`config.mk`:
```
export PLATFORM = sky130hd
export DESIGN_NAME = s98_command_stream_encoder_flat
export DESIGN_NICKNAME = d
export VERILOG_FILES = /design/src/design/s98e_pkg.sv /design/src/design/s98e_in_if.sv /design/src/design/s98e_out_if.sv /design/src/design/s98e_datapath.sv /design/src/design/s98e_controller.sv /design/src/design/s98_command_stream_encoder.sv /design/src/flat_wrapper.sv
export SDC_FILE = /design/constraint.sdc
export NUM_CORES = 1
export LEC_CHECK = 0
export BUFFER_PORTS_ARGS = -buffer_cell sky130_fd_sc_hd__buf_2
export CAP_MARGIN = 10
export CORE_ASPECT_RATIO = 1.5
export CORE_MARGIN = 2
export CORE_UTILIZATION = 55
export CTS_CLUSTER_DIAMETER = 100
export DETAILED_ROUTE_END_ITERATION = 8
export PLACE_DENSITY = 0.75
export SLEW_MARGIN = 20
export SYNTH_ARGS = -nofsm -noshare
export SYNTH_HDL_FRONTEND = slang
export SYNTH_SLANG_ARGS = --single-unit
```
`constraint.sdc`:
```
create_clock -name clk -period 11.1 [get_ports clk]
set_clock_uncertainty 0.05 [all_clocks]
set_input_delay 0.555 -clock clk [delete_from_list [all_inputs] [get_ports clk]]
set_output_delay 0.555 -clock clk [all_outputs]
set_load 0.1 [all_outputs]
```
`src/design/s98e_pkg.sv`:
```
// ----------------------------------------------------------------------------
// s98e_pkg
// Shared types and constants of the S98 command stream encoder.
// ----------------------------------------------------------------------------
package s98e_pkg;

  localparam int MAX_DEVICES = 32;

  localparam int WAIT_W = 32;
  localparam int TICK_W = 16;
  localparam int SLOT_W = 5;
  localparam int ADDR_W = 9;
  localparam int BYTE_W = 8;
  localparam int REQ_W  = 2;
  localparam int VARINT_BITS = 7;

  localparam logic [BYTE_W-1:0] WAIT_ONE_BYTE  = 8'hff;
  localparam logic [BYTE_W-1:0] WAIT_LONG_BYTE = 8'hfe;
  localparam logic [BYTE_W-1:0] END_BYTE       = 8'hfd;
  localparam logic [ADDR_W-1:0] PORT2_ADDR     = 9'h100;

  typedef enum logic [REQ_W-1:0] {
    REQ_WAIT  = 2'd0,
    REQ_WRITE = 2'd1,
    REQ_FLUSH = 2'd2,
    REQ_END   = 2'd3
  } req_type_t;

  typedef enum logic [2:0] {
    SEL_WAIT_HDR,
    SEL_VARINT,
    SEL_CMD,
    SEL_ADDR,
    SEL_VALUE,
    SEL_END
  } byte_sel_t;

  typedef enum logic [2:0] {
    ST_IDLE,
    ST_DECIDE,
    ST_WAIT_HDR,
    ST_VARINT,
    ST_CMD,
    ST_ADDR,
    ST_VALUE,
    ST_END
  } state_t;

  typedef struct packed {
    logic      ready;
    logic      take;
    logic      flush;
    logic      shift;
    logic      emit;
    byte_sel_t sel;
    logic      last;
  } ctl_cmd_t;

  typedef struct packed {
    req_type_t req_type;
    logic      write_ok;
    logic      wait_zero;
    logic      wait_one;
    logic      more;
    logic      slot_free;
  } dp_status_t;

endpackage

```
`src/design/s98e_in_if.sv`:
```
// ----------------------------------------------------------------------------
// s98e_in_if
// Input channel: one register log event per transfer.
// ----------------------------------------------------------------------------
interface s98e_in_if;
  logic                          valid;
  logic                          ready;
  logic [s98e_pkg::REQ_W-1:0]    req_type;
  logic [s98e_pkg::TICK_W-1:0]   wait_ticks;
  logic [s98e_pkg::SLOT_W-1:0]   device_slot;
  logic                          device_enabled;
  logic [s98e_pkg::ADDR_W-1:0]   reg_address;
  logic [s98e_pkg::BYTE_W-1:0]   reg_value;

  modport source (output valid, req_type, wait_ticks, device_slot, device_enabled,
                  reg_address, reg_value, input ready);
  modport sink (input valid, req_type, wait_ticks, device_slot, device_enabled,
                reg_address, reg_value, output ready);
endinterface

```
`src/design/s98e_out_if.sv`:
```
// ----------------------------------------------------------------------------
// s98e_out_if
// Result channel: one S98 command byte per transfer.
// ----------------------------------------------------------------------------
interface s98e_out_if;
  logic                        valid;
  logic                        ready;
  logic [s98e_pkg::BYTE_W-1:0] out_byte;
  logic                        last_byte;

  modport source (output valid, out_byte, last_byte, input ready);
  modport sink (input valid, out_byte, last_byte, output ready);
endinterface

```
`src/design/s98e_datapath.sv`:
```
// ----------------------------------------------------------------------------
// s98e_datapath
// Pending wait accumulator, varint shifter, item latch and output register.
// ----------------------------------------------------------------------------
module s98e_datapath (
  input  logic                        clk,
  input  logic                        rst_n,
  input  s98e_pkg::ctl_cmd_t          cmd,
  output s98e_pkg::dp_status_t        status,
  input  logic [s98e_pkg::REQ_W-1:0]  req_type,
  input  logic [s98e_pkg::TICK_W-1:0] wait_ticks,
  input  logic [s98e_pkg::SLOT_W-1:0] device_slot,
  input  logic                        device_enabled,
  input  logic [s98e_pkg::ADDR_W-1:0] reg_address,
  input  logic [s98e_pkg::BYTE_W-1:0] reg_value,
  output logic                        out_valid,
  input  logic                        out_ready,
  output logic [s98e_pkg::BYTE_W-1:0] out_byte,
  output logic                        out_last
);
  import s98e_pkg::*;

  logic [WAIT_W-1:0] pending_r, pending_nxt;
  logic [WAIT_W:0]   wait_sum;
  logic [WAIT_W-1:0] shift_r;
  logic              one_r;
  req_type_t         type_r;
  logic [SLOT_W-1:0] slot_r;
  logic              enabled_r;
  logic [ADDR_W-1:0] addr_r;
  logic [BYTE_W-1:0] value_r;
  logic              out_valid_r;
  logic [BYTE_W-1:0] out_byte_r, byte_nxt;
  logic              out_last_r;
  logic              more;

  assign wait_sum = {1'b0, pending_r} + {{(WAIT_W + 1 - TICK_W){1'b0}}, wait_ticks};
  assign more     = |shift_r[WAIT_W-1:VARINT_BITS];

  always_comb begin
    pending_nxt = pending_r;
    if (cmd.take) begin
      pending_nxt = wait_sum[WAIT_W] ? {WAIT_W{1'b1}} : wait_sum[WAIT_W-1:0];
    end else if (cmd.flush) begin
      pending_nxt = '0;
    end
  end

  always_comb begin
    case (cmd.sel)
      SEL_WAIT_HDR: byte_nxt = one_r ? WAIT_ONE_BYTE : WAIT_LONG_BYTE;
      SEL_VARINT:   byte_nxt = {more, shift_r[VARINT_BITS-1:0]};
      SEL_CMD:      byte_nxt = {{(BYTE_W - SLOT_W - 1){1'b0}}, slot_r,
                                (addr_r >= PORT2_ADDR)};
      SEL_ADDR:     byte_nxt = addr_r[BYTE_W-1:0];
      SEL_VALUE:    byte_nxt = value_r;
      SEL_END:      byte_nxt = END_BYTE;
      default:      byte_nxt = END_BYTE;
    endcase
  end

  always_ff @(posedge clk) begin
    if (!rst_n) begin
      pending_r   <= '0;
      out_valid_r <= 1'b0;
    end else begin
      pending_r <= pending_nxt;
      if (cmd.emit) begin
        out_valid_r <= 1'b1;
      end else if (out_ready) begin
        out_valid_r <= 1'b0;
      end
    end
  end

  always_ff @(posedge clk) begin
    if (cmd.take) begin
      type_r    <= req_type_t'(req_type);
      slot_r    <= device_slot;
      enabled_r <= device_enabled;
      addr_r    <= reg_address;
      value_r   <= reg_value;
    end
    if (cmd.flush) begin
      shift_r <= pending_r - WAIT_W'(2);
      one_r   <= (pending_r == WAIT_W'(1));
    end else if (cmd.shift) begin
      shift_r <= shift_r >> VARINT_BITS;
    end
    if (cmd.emit) begin
      out_byte_r <= byte_nxt;
      out_last_r <= cmd.last;
    end
  end

  assign status.req_type  = type_r;
  assign status.write_ok  = enabled_r && (int'(slot_r) < MAX_DEVICES);
  assign status.wait_zero = (pending_r == '0);
  assign status.wait_one  = one_r;
  assign status.more      = more;
  assign status.slot_free = !out_valid_r || out_ready;

  assign out_valid = out_valid_r;
  assign out_byte  = out_byte_r;
  assign out_last  = out_last_r;

endmodule

```
`src/design/s98e_controller.sv`:
```
// ----------------------------------------------------------------------------
// s98e_controller
// Sequencer that walks one item through wait flush and command bytes.
// ----------------------------------------------------------------------------
module s98e_controller (
  input  logic                  clk,
  input  logic                  rst_n,
  input  logic                  in_valid,
  input  s98e_pkg::dp_status_t  status,
  output s98e_pkg::ctl_cmd_t    cmd
);
  import s98e_pkg::*;

  state_t state_r, state_nxt;
  state_t after_wait;
  logic   is_flush;

  assign is_flush = (status.req_type == REQ_FLUSH);

  always_comb begin
    case (status.req_type)
      REQ_WRITE: after_wait = ST_CMD;
      REQ_END:   after_wait = ST_END;
      default:   after_wait = ST_IDLE;
    endcase
  end

  always_ff @(posedge clk) begin
    if (!rst_n) begin
      state_r <= ST_IDLE;
    end else begin
      state_r <= state_nxt;
    end
  end

  always_comb begin
    state_nxt = state_r;
    cmd       = '0;
    cmd.sel   = SEL_END;
    case (state_r)
      ST_IDLE: begin
        cmd.ready = 1'b1;
        if (in_valid) begin
          cmd.take  = 1'b1;
          state_nxt = ST_DECIDE;
        end
      end
      ST_DECIDE: begin
        if (status.req_type == REQ_WAIT ||
            (status.req_type == REQ_WRITE && !status.write_ok)) begin
          state_nxt = ST_IDLE;
        end else if (status.wait_zero) begin
          state_nxt = after_wait;
        end else begin
          cmd.flush = 1'b1;
          state_nxt = ST_WAIT_HDR;
        end
      end
      ST_WAIT_HDR: begin
        cmd.sel = SEL_WAIT_HDR;
        if (status.slot_free) begin
          cmd.emit  = 1'b1;
          cmd.last  = status.wait_one && is_flush;
          state_nxt = status.wait_one ? after_wait : ST_VARINT;
        end
      end
      ST_VARINT: begin
        cmd.sel = SEL_VARINT;
        if (status.slot_free) begin
          cmd.emit  = 1'b1;
          cmd.shift = 1'b1;
          cmd.last  = !status.more && is_flush;
          state_nxt = status.more ? ST_VARINT : after_wait;
        end
      end
      ST_CMD: begin
        cmd.sel = SEL_CMD;
        if (status.slot_free) begin
          cmd.emit  = 1'b1;
          state_nxt = ST_ADDR;
        end
      end
      ST_ADDR: begin
        cmd.sel = SEL_ADDR;
        if (status.slot_free) begin
          cmd.emit  = 1'b1;
          state_nxt = ST_VALUE;
        end
      end
      ST_VALUE: begin
        cmd.sel = SEL_VALUE;
        if (status.slot_free) begin
          cmd.emit  = 1'b1;
          cmd.last  = 1'b1;
          state_nxt = ST_IDLE;
        end
      end
      ST_END: begin
        cmd.sel = SEL_END;
        if (status.slot_free) begin
          cmd.emit  = 1'b1;
          cmd.last  = 1'b1;
          state_nxt = ST_IDLE;
        end
      end
      default: begin
        state_nxt = ST_IDLE;
      end
    endcase
  end

endmodule

```
`src/design/s98_command_stream_encoder.sv`:
```
// ----------------------------------------------------------------------------
// s98_command_stream_encoder
// Turns a timed log of sound-chip register writes into S98 command bytes.
//
// Usage: in_ carries one log event per transfer (wait ticks, register write,
// loop mark or end of stream). out_ carries the resulting command bytes, one
// per transfer, with last_byte set on the final byte of each event. An event
// that produces no bytes (pure wait, dropped write, empty flush) gives no
// transfer on out_.
// The block takes one event at a time, the next only once the final byte
// of the last is emitted. Each event passes an accept and a decode state,
// then emits its bytes (9 bytes worst case: wait prefix, five varint bytes
// and three write bytes). The single output register emits one byte per
// cycle within an event while the receiver is ready. Reset clears the
// pending wait and output valid flag; the block then idles, ready. A stalled
// receiver keeps the byte in the output register and the sequencer waiting.
// ----------------------------------------------------------------------------
module s98_command_stream_encoder (
  input logic        clk,
  input logic        rst_n,
  s98e_in_if.sink    in_,
  s98e_out_if.source out_
);
  import s98e_pkg::*;

  ctl_cmd_t   cmd;
  dp_status_t status;

  assign in_.ready = cmd.ready;

  s98e_controller u_ctl (
    .clk      (clk),
    .rst_n    (rst_n),
    .in_valid (in_.valid),
    .status   (status),
    .cmd      (cmd)
  );

  s98e_datapath u_dp (
    .clk            (clk),
    .rst_n          (rst_n),
    .cmd            (cmd),
    .status         (status),
    .req_type       (in_.req_type),
    .wait_ticks     (in_.wait_ticks),
    .device_slot    (in_.device_slot),
    .device_enabled (in_.device_enabled),
    .reg_address    (in_.reg_address),
    .reg_value      (in_.reg_value),
    .out_valid      (out_.valid),
    .out_ready      (out_.ready),
    .out_byte       (out_.out_byte),
    .out_last       (out_.last_byte)
  );

endmodule

```
`src/flat_wrapper.sv`:
```
// flat-port wrapper written by rule: the top's interface ports become plain ports
module s98_command_stream_encoder_flat import s98e_pkg::*;
  (clk, rst_n, in__valid, in__req_type, in__wait_ticks, in__device_slot, in__device_enabled, in__reg_address, in__reg_value, in__ready, out__valid, out__out_byte, out__last_byte, out__ready);
  s98e_in_if in__i ();
  s98e_out_if out__i ();
  input logic clk;
  input logic rst_n;
  input wire logic [$bits(in__i.valid)-1:0] in__valid;
  input wire logic [$bits(in__i.req_type)-1:0] in__req_type;
  input wire logic [$bits(in__i.wait_ticks)-1:0] in__wait_ticks;
  input wire logic [$bits(in__i.device_slot)-1:0] in__device_slot;
  input wire logic [$bits(in__i.device_enabled)-1:0] in__device_enabled;
  input wire logic [$bits(in__i.reg_address)-1:0] in__reg_address;
  input wire logic [$bits(in__i.reg_value)-1:0] in__reg_value;
  output wire logic [$bits(in__i.ready)-1:0] in__ready;
  output wire logic [$bits(out__i.valid)-1:0] out__valid;
  output wire logic [$bits(out__i.out_byte)-1:0] out__out_byte;
  output wire logic [$bits(out__i.last_byte)-1:0] out__last_byte;
  input wire logic [$bits(out__i.ready)-1:0] out__ready;
  assign in__i.valid = in__valid;
  assign in__i.req_type = in__req_type;
  assign in__i.wait_ticks = in__wait_ticks;
  assign in__i.device_slot = in__device_slot;
  assign in__i.device_enabled = in__device_enabled;
  assign in__i.reg_address = in__reg_address;
  assign in__i.reg_value = in__reg_value;
  assign in__ready = in__i.ready;
  assign out__valid = out__i.valid;
  assign out__out_byte = out__i.out_byte;
  assign out__last_byte = out__i.last_byte;
  assign out__i.ready = out__ready;
  s98_command_stream_encoder u_core (.clk(clk), .rst_n(rst_n), .in_(in__i), .out_(out__i));
endmodule
```
==> metrics.md <==
| Metric | Value |
|---|---|
| Xor/xnor share of the synthesized area | 0.0504 |
| Initial core utilization | 0.560 |
| Reg-to-reg startpoint | u_core.u_dp.pending_r[1]$_SDFFE_PN0P_ |
| Combinational power share | 0.281 |
| RSZ-0062 raised after global routing | false |
| Peak VDD IR | between 0.07 and 0.08 mV |
| Post-Place Worst Slack | approximately 7.7 ns |
| Nets@finish | roughly 720 |
| Kind of critical path | flop to flop |
| 1st-pass router iterations | 5 |
| Layout Cell Area excl Fill | between 6000 and 7000 sq um |
| Vias in the first global route | approximately 4800 |
| Min Tclk post-route | ~3.4 ns |
| IO Count | 56 |
| Async S/R FF share, synth | 0 |
| Clock Sinks | slightly above 100 |
| Synth Area in Compound Gates | 0.191 |
| Final Cycle Share | 0.309 |
| Min-delay src | in__reg_value[4] |
| Internal | around 790 uW |
| Routed len/inst | 18.4 microns |
| Max FO, Critical Path | 69 |
| Sw Ratio | 0.326 |
| Post-Synth Adder-Cell Area | 0.0394 |
| Top FF cell, synth | edfxtp_1 |
| Largest net degree at the start of global routing | 70 |
| Fill cells | 887 |
| Fmax | about 0.29 GHz |
| DR iter-0 viols | ~310 |
| Core ar. | 10500 sq um |
| R2R depth | 7 |
| Final setup vio count | 0 |
| CP required | 11.14 ns |
| Antenna violations before repair | 0 |
| Final setup TNS | 0 ns |
| Synthesized area | between 5000 and 6000 sq um |
| DR vias/cell | between 6 and 7 |
| Hold Fails Final Rpt | 0 |
| Worst setup margin | roughly 7.7 ns |
| Bufs on Longest Clock Path | 2 |
| Largest family of logic cells by synthesized area | simple AND/OR/NAND/NOR gates |
| Crit path max-delay family | simple AND/OR/NAND/NOR gates |
| Largest area contributor in the netlist | edfxtp_1 |
| Status | finished, final reports clean |
| Pwr dens | approximately 180 nW/um^2 |
| Largest cells by area after synthesis | edfxtp_1, dfxtp_1, nand2_1 |
| Crit. Startpoint | u_core.u_dp.pending_r[1]$_SDFFE_PN0P_ |
| Die W | 88.6 microns |
| Register area share after synthesis | 0.463 |
| Hold Path Stages | 1 |
| Yosys Warn Count | 0 |
| Grt total ovfl | 0 |
| #FFs+latches synth | roughly 100 |
| # Max-Cap Violations | 0 |
| Clock root buffer | clkbuf_16 |
| CP Depth | 7 |
| CTS tree | built |
| Layout cell share with drive strength beyond 1 | 0.142 |
| TritonCTS buffer count | 9 |
| CP endpoint kind | flop |
| Startpoint types | flop |
| CP max stage cell | or4_4 |
| Area share of and/or/nand/nor cells after synthesis | 0.212 |
| Area grow syn2layout | 11.6% |
| Worst-Margin Slew | about 0.97 ns |
| Hold Buf Count CTS | 0 |
| Clk pwr share | 0.300 |
| Leak | approximately 0.0024 uW |
| Post-synthesis cell count | between 600 and 700 |
| Total wire length | roughly 15000 microns |
| Crit path DAT | ~3.5 ns |
| Synth top area share | 0.341 |
| Post-synth EDFFs | 67 |
| Netlist cell types | 73 |
| Placement Cell Area | ~6200 sq um |
| Syn_nets | a little under 700 |
| Mux contribution to synthesized area | 0.0110 |
| Vias | 5050 |
| CTS clock-pin slew for the worst setup and hold paths | 0.07 ns |
| WP buf/inv | 2 |
| GRT Total Usage | 0.253 |
| Post-route ant nets | 0 |
| Worst Hold Class | input port to flop |
| Post-cts sizing count | 0 |
| Die Y | 131 microns |
| I/O Buffers | 55 |
| Drc violations | 0 |
| Htree depth | 3 |
| First-pass GRT wire length | about 23000 microns |
| Psw | 381 uW |
| Worst path cell trace | or4_4 > nor4_4 > nand4b_4 > nand2_2 > buf_4 > inv_1 > mux2_4 |
| Syn Area/Cell | approximately 9.6 sq um |
| Die area | ~12000 sq um |
| Antenna diodes | 0 |
| Power share of the sequential group | 0.418 |
| Post-CTS Setup Bufs | 0 |
| Max-slew headroom | 0.352 |
| Max stage delay on crit path | 0.62 ns |
| Row cnt | 46 |
| Dpl hpwl | around 11000 microns |
| Pins Over Slew Limit | 0 |
| Placer Congestion | 0.885 |
| Worst skew pair latency | approximately 0.35 ns |
layer usage:
metal,share of wire,vias up,routed length (microns),track usage
li1,-,2421,-,-
met1,0.40,2398,5850,0.288
met2,0.51,183,7500,0.445
met3,0.048,48,706,0.0345
met4,0.046,0,670,0.148
met5,0,-,0,0
Yosys cell counts, drive strengths merged, types with 16 or more instances:
cell type / number
nand3: 16
nor2: 41
dfxtp: 36
clkbuf: 28
nand2: 72
o21ai: 40
nor4: 16
xnor2: 22
a21oi: 41
a31oi: 16
edfxtp: 67
ha: 17
nor3: 19
sequential cells by signal, indices dropped and copies added (netlist names):
register / flops
u_core.u_ctl.state_r: 3
u_core.u_dp.addr_r: 9
u_core.u_dp.enabled_r: 1
u_core.u_dp.one_r: 1
u_core.u_dp.out_byte: 8
u_core.u_dp.out_last: 1
u_core.u_dp.out_valid: 1
u_core.u_dp.pending_r: 32
u_core.u_dp.shift_r: 32
u_core.u_dp.slot_r: 5
u_core.u_dp.type_r: 2
u_core.u_dp.value_r: 8
power by group through the flow:
stage / Sequential [uW] / Combinational [uW] / Clock (uW)
final: 489 / 329 / 351
after global routing: 494 / 358 / 365
after CTS: 489 / 324 / 352
after detailed placement: 497 / 323 / 0
after global placement: 495 / 315 / 0
after floorplan: 495 / 245 / 0
worst register-to-register path: stages, from the launching register on:
cell	delay, ns
dfxtp_1	0.39
or4_4	0.62
nor4_4	0.48
nand4b_4	0.23
nand2_2	0.12
buf_4	0.53
inv_1	0.41
mux2_4	0.37
cells by family (layout without fill, tap and decap cells):
logic type | after synthesis | after routing
simple gates | 235 | 235
compound gates | 172 | 172
flops | 103 | 103
buf+inv | 50 | 89
xor+xnor | 34 | 34
fa+ha+maj | 18 | 18
mux | 6 | 6
layout make-up:
class,count,area (sq um),share of cell area
clock buffer,11,254,0.0385
clock inverter,5,78.8,0.0120
inverter,14,52.6,0.00798
multi-input combinational,465,2990,0.453
sequential,103,2730,0.415
tap,144,180,0.0273
timing repair buffer,59,305,0.0463
worst paths after layout:
check	end	slack, ns
hold / removal	u_core.u_dp.value_r[4]$_DFFE_PP_	0.33
hold reg to reg	u_core.u_dp.pending_r[4]$_SDFFE_PN0P_	0.50
setup / recovery	u_core.u_dp.shift_r[15]$_DFFE_PP_	7.67
setup reg to reg	u_core.u_dp.shift_r[15]$_DFFE_PP_	7.67
stage by stage:
stage	total power, uW	util	hold slack (ns)	std cells
4_1_cts	1170	0.625	0.326	801
3_5_place_dp	819	0.593	0.481	785
6_report	1170	0.626	0.331	801
5_1_grt	1220	0.626	0.323	801
2_1_floorplan	740	-	0.443	618
3_3_place_gp	810	0.593	0.468	785
cell usage in the layout, fill, tap and decap left out, drive strengths merged, types with 17 or more instances in the layout:
cell type  Yosys  routed
o21ai         40      40
dfxtp         36      36
nor2          41      41
xnor2         22      22
ha            17      17
buf            8      59
nor3          19      19
nand2         72      72
a21oi         41      41
edfxtp        67      67
(Power assumes the default switching activity.)
